--- src/rtl/sbmq_store.sv ---
// Single-port-write, single-port-read store with registered read data.
// Used for the link store and the data store. No package dependencies.
`timescale 1ns / 1ps
`default_nettype none

module sbmq_store #(
	parameter int DEPTH = 64,
	parameter int WIDTH = 32,
	localparam int AW = (DEPTH > 1) ? $clog2(DEPTH) : 1
) (
	input  wire logic             clk,
	input  wire logic             wr_en,
	input  wire logic [AW-1:0]    wr_addr,
	input  wire logic [WIDTH-1:0] wr_data,
	input  wire logic             rd_en,
	input  wire logic [AW-1:0]    rd_addr,
	output logic      [WIDTH-1:0] rd_data
);

	logic [WIDTH-1:0] mem [DEPTH];

	always_ff @(posedge clk) begin
		if (wr_en) begin
			mem[wr_addr] <= wr_data;
		end
	end

	always_ff @(posedge clk) begin
		if (rd_en) begin
			rd_data <= mem[rd_addr];
		end
	end

endmodule

`default_nettype wire

--- config.mk ---
export PLATFORM = sky130hd
export DESIGN_NAME = sbmq_store
export DESIGN_NICKNAME = d
export VERILOG_FILES = /design/src/rtl/sbmq_store.sv
export SDC_FILE = /design/constraint.sdc
export NUM_CORES = 2
export LEC_CHECK = 0
export BUFFER_PORTS_ARGS = -buffer_cell sky130_fd_sc_hd__buf_2
export CAP_MARGIN = 20
export CELL_PAD_IN_SITES_DETAIL_PLACEMENT = 1
export CELL_PAD_IN_SITES_GLOBAL_PLACEMENT = 1
export CORE_MARGIN = 2
export CORE_UTILIZATION = 50
export CTS_CLUSTER_DIAMETER = 60
export DETAILED_ROUTE_END_ITERATION = 8
export HOLD_SLACK_MARGIN = 0.08
export PLACE_DENSITY_LB_ADDON = 0.1
export SYNTH_ARGS = -nofsm -noshare
export SYNTH_HDL_FRONTEND = slang
export SYNTH_SLANG_ARGS = --single-unit
--- constraint.sdc ---
create_clock -name clk -period 5.3 [get_ports clk]
set_input_delay 1.06 -clock clk [delete_from_list [all_inputs] [get_ports clk]]
set_output_delay 1.06 -clock clk [all_outputs]
set_load 0.005 [all_outputs]
* Word-level counts from Yosys, hierarchy flattened
Memory sizes are Yosys's and may differ from the RTL's. A register that Yosys moved wholly into a read port is not among the register bits.
Cells that the tools add are included.
** Operators by class
- Bitwise operators :: 0
- Multiply operators :: 0
- Magnitude comparators :: 0
- Shifts and indexed selects :: 0
- Reductions and logical operators :: 0
- Multiplexer cells :: 2
- Equality and inequality tests :: 0
- Div/mod/pow operators :: 0
- Add/sub/neg operators :: 0
** Operators by type and width (number)
- 1-bit two-way mux :: 2
** Storage, ports and cells
- Word-level logic and storage cells :: 3
- Latch bits :: 0
- Output and inout port bits :: 32
- Memories :: 1
- Bits in read-only memories :: 0
- Bits of input ports :: 47
- RAM bits :: 2048
- Flip-flop bits (word level) :: 0
** Memories
- mem :: words 64, width 32, rd ports 1, clocked after Yosys merged registers in 1, wr ports 1, line 20 : logic [WIDTH-1:0] mem [DEPTH];

* Depth between registers and ports, before layout
- Depth in word-level cells :: 2
- Depth in mapped cells :: 10
- Mapped depth without buffers :: 5

* Worst setup path before layout
No wires, ideal clock.
- Kind :: in2reg
- From :: input port wr_addr[3]
- To :: memory mem[48][0], enable pin
- Data required time :: 4.839 ns
- Cell stages on the path :: 4
- Slack :: 1.080 ns
- Library setup time :: 0.461 ns
- Path buffers :: 1
- Data arrival time :: 3.759 ns
- Path through :: clkbuf_1 > nor2b_1 > nand4b_1 > nor3_1
** RTL lines
- start, declared :: line 13 : input wire logic [AW-1:0] wr_addr,
- end, declared :: line 20
Straight into the memory's write port.

==> key figures <==
Worst setup path
  – Crit path launch type: primary input
  – Cell class contributing the biggest share of worst-path delay: compound AO/OA/AOI/OAI gates
  – Reg2Reg Launch Point: mem[15][23]
  – Max FO, Critical Path: 85
  – Critical path cell sequence: buf_8 -> buf_4 -> mux4_2 -> mux2i_1 -> a21oi_1 -> a21oi_1 -> nor2_1
  – Arrival time at the worst endpoint: 4.26 ns
  – Required time reported for the critical path endpoint: 5.84 ns
  – Library cell contributing the largest single delay on the critical path: a21oi_1
  – Worst reg2reg setup slack: 2.44 ns
  – Startpoint-to-endpoint class of the critical path: primary input to flip-flop
  – Endpoint class of the critical path: flip-flop
  – Endpoint of the worst-slack reg-to-reg timing path: rd_data[23]
  – Worst path most repeated cell: a21oi_1
  – Max stage delay on crit path: 0.79 ns
  – Number of cells on the worst reg-to-reg path: 5
  – Number of buffer and inverter instances along the worst setup path: 2

Power and ir drop
  – Cell area power density: 381.4 nW/um2
  – Internal cell power: 26,960 uW
  – Leakage: 0.02808 uW
  – Register share of total power: 0.534
  – Gate power share: 0.050
  – Final total power: 34,310 uW
  – Switching power total: 7351 uW
  – Switching Share: 0.2143
  – Highest ir drop seen on vdd: 299.3 uV
  – Fraction of power consumed by the clock network: 0.416

Finish
  – Final nets: 3,670
  – Ratio of cells with drive above 1 in the final layout: 0.3095
  – P&R area growth vs syn: 14.10%
  – Number of fillers in the final layout: 12,822

Timing
  – Setup skew after layout: 0.03322 ns
  – Time the final worst path needs with I/O delays and setup: 3.719 ns
  – Slew at the pin closest to its max-slew limit: 1.134 ns
  – Final hold violation count: 0
  – Worst slew margin relative to its limit: 0.2419
  – Highest clock rate: 268.9 MHz
  – Setup repair after global routing missed its margin: no
  – Final number of setup-violating endpoints: 0
  – Sum of negative setup slack: 0 ns
  – Post-route clock period utilization: 0.7016
  – Final count of pins violating max slew: 0

Synthesis
  – Number of enable flip-flop cells after synthesis: 2,080
  – Net count after synthesis: 3,371
  – Synth Area in XOR/XNOR: 0
  – Library cells used by synthesis: 33
  – Most area-consuming cells after synthesis: edfxtp_1 79%, mux4_2 16%, mux2i_1 1.2%
  – Synthesized instance count: 3,324
  – Post-synthesis compound-gate area fraction: 0.01666
  – Mean instance size in the synthesized netlist: 23.72 um2
  – Number of warnings issued by yosys: 0
  – Most frequent cells after synthesis: 2,080 x edfxtp_1, 544 x mux4_2, 137 x nor2_1
  – Adder-Cell Fraction of Synth Area: 0
  – Share of async-settable or async-resettable flops after synthesis: 0
  – Main synth FF type: edfxtp_1
  – Share of Yosys cell area claimed by the top area cell type: 0.7923
  – Post-synth top area cell: edfxtp_1
  – Netlist Area Pre-Place: 78,840 um2
  – Share of synthesized cell area in and, or, nand and nor gates: 0.01260
  – Mux contribution to synthesized area: 0.1672
  – Most common cell in the netlist: edfxtp_1
  – Sequential cell area fraction in the yosys report: 0.7923
  – #FFs+latches synth: 2,080
  – Combinational family with the most area after synthesis: multiplexers

Floorplan
  – Num ports: 79
  – Starting density of the core: 0.5041
  – Number of rows created at floorplan: 145
  – DIE WIDTH: 401.1 um
  – Die boundary height: 401.1 um
  – Placeable core area: 156,400 um2
  – Die ar.: 160,900 um2

GRT
  – Via count of the first global-routing pass: 39,101
  – Total congestion overflow: 0
  – Largest net degree at the start of global routing: 92
  – Global-route wire length before repair: 304,400 um
  – Total routing usage reported by global routing: 0.2726
  – Antenna violations before repair: 26

Place
  – Placer's final routability congestion estimate: 0.7921
  – Port Buffers: 78
  – Estimated wirelength of the detail-placed design: 124,200 um

Clocking
  – Quantity of hold-fixing buffers added after cts: 0
  – Cell chosen for the clock root: clkbuf_16
  – Number of levels in the clock H-tree: 4
  – Resized Gates After CTS: 0
  – CTS clock-pin slew for the worst setup and hold paths: 0.06 ns
  – Clock Sinks: 2,080
  – Clock buffer depth: 3
  – Clock latency on the worst-skew pair: 0.85 ns
  – Number of buffers created by CTS: 207
  – Clock tree from TritonCTS: built
  – Post-CTS setup buffer count: 0

Run status
  – Result of the run: completed

Routing
  – Final antenna-violating net count: 0
  – Per-cell via count in the routed design: 6.422
  – Remaining routing DRC violations: 0
  – Iteration-0 DRC count of the detailed router: 4,836
  – Routed WL: 216,900 um
  – Number of vias after detailed routing: 37,621
  – Detail-routed net length per standard cell: 37.02 um
  – Drt pass-1 iters: 5

Job
  – Count of max-cap constraint violations: 0

Min path
  – Startpoint of the most critical hold path: wr_data[18]
  – Hold Crit Endpoint: mem[48][18]
  – Path type of the worst min-delay path: primary input to flip-flop
  – Worst Hold Path Cells: 1
-- logic make-up after synthesis --
group / Yosys count
AND/OR/NAND/NOR: 223
flip-flops: 2080
AO/OA/AOI/OAI: 202
buffers and inverters: 182
multiplexers: 637
-- sequential cells by signal, summed over array words and instances, names as in the netlist --
register	count
mem	2048
rd_data	32
-- per-stage QoR --
step	util	std cells	setup WS, ns	instance area (um2)	hold WS [ns]
finish	0.5752	5858	1.581	89950	0.5329
global route	0.5751	5856	1.619	89940	0.5062
CTS	0.5735	5842	1.619	89680	0.8333
detailed placement	0.5315	5460	0.7235	83120	0.8160
global placement	0.5315	5460	0.7956	83120	0.8216
floorplan	-	3324	1.080	78840	0.7502
-- worst max-delay path by stage --
stage	from	to	slack, ns	cells past startpoint
4_1_cts	rd_addr[1]	rd_data[23]	1.62	7
3_5_place_dp	rd_addr[1]	rd_data[23]	0.72	7
5_1_grt	rd_addr[1]	rd_data[23]	1.62	7
6_report	rd_addr[1]	rd_data[23]	1.58	7
2_1_floorplan	wr_addr[3]	mem[48][0]	1.08	4
3_3_place_gp	rd_addr[1]	rd_data[3]	0.80	7
-- worst reg2reg max path, stage by stage, from the launching register on --
cell and delay [ns]:
edfxtp_1 0.38, mux4_2 0.47, mux2i_1 0.47, a21oi_1 0.32
a21oi_1 0.79, nor2_1 0.14
-- cells in the final DEF (no fill, tap or decap), types with 44 or more instances in the layout --
| cell | n |
|---|---|
| buf_2 | 73 |
| buf_4 | 158 |
| clkinv_2 | 44 |
| o22ai_1 | 84 |
| mux4_2 | 544 |
| nor2_4 | 62 |
| edfxtp_1 | 2080 |
| nor2_1 | 75 |
| mux2i_1 | 93 |
| clkinv_1 | 51 |
| clkbuf_16 | 213 |
| a21oi_1 | 62 |
-- power groups by stage --
stage | sequential (uW) | combinational (uW) | clock [uW]
after CTS | 18300 | 1710 | 14500
after floorplan | 18600 | 886 | 0
after global routing | 18300 | 1810 | 15100
after global placement | 18700 | 1660 | 0
after detailed placement | 18700 | 1710 | 0
final | 18300 | 1720 | 14300
-- routing by layer --
metal | vias to the layer above | part of all wire | GRT usage
met3 | 356 | 0.089 | 0.06182
met2 | 1826 | 0.48 | 0.4270
li1 | 14925 | - | -
met5 | - | 0.0013 | 0.006839
met4 | 22 | 0.031 | 0.08335
met1 | 20492 | 0.40 | 0.3861
-- final cells by class --
| cell class | instances | area [um2] | area share |
|---|---|---|---|
| flip-flops and latches | 2080 | 62460 | 0.6944 |
| repair buffers | 272 | 2372 | 0.02637 |
| multi-input cells | 1062 | 15970 | 0.1775 |
| clock inverters | 127 | 1074 | 0.01193 |
| clock buffers | 255 | 5488 | 0.06101 |
| well taps | 2058 | 2575 | 0.02863 |
| diodes | 4 | 10.01 | 0.0001113 |
No activity file was read; power rests on OpenSTA's default activity.
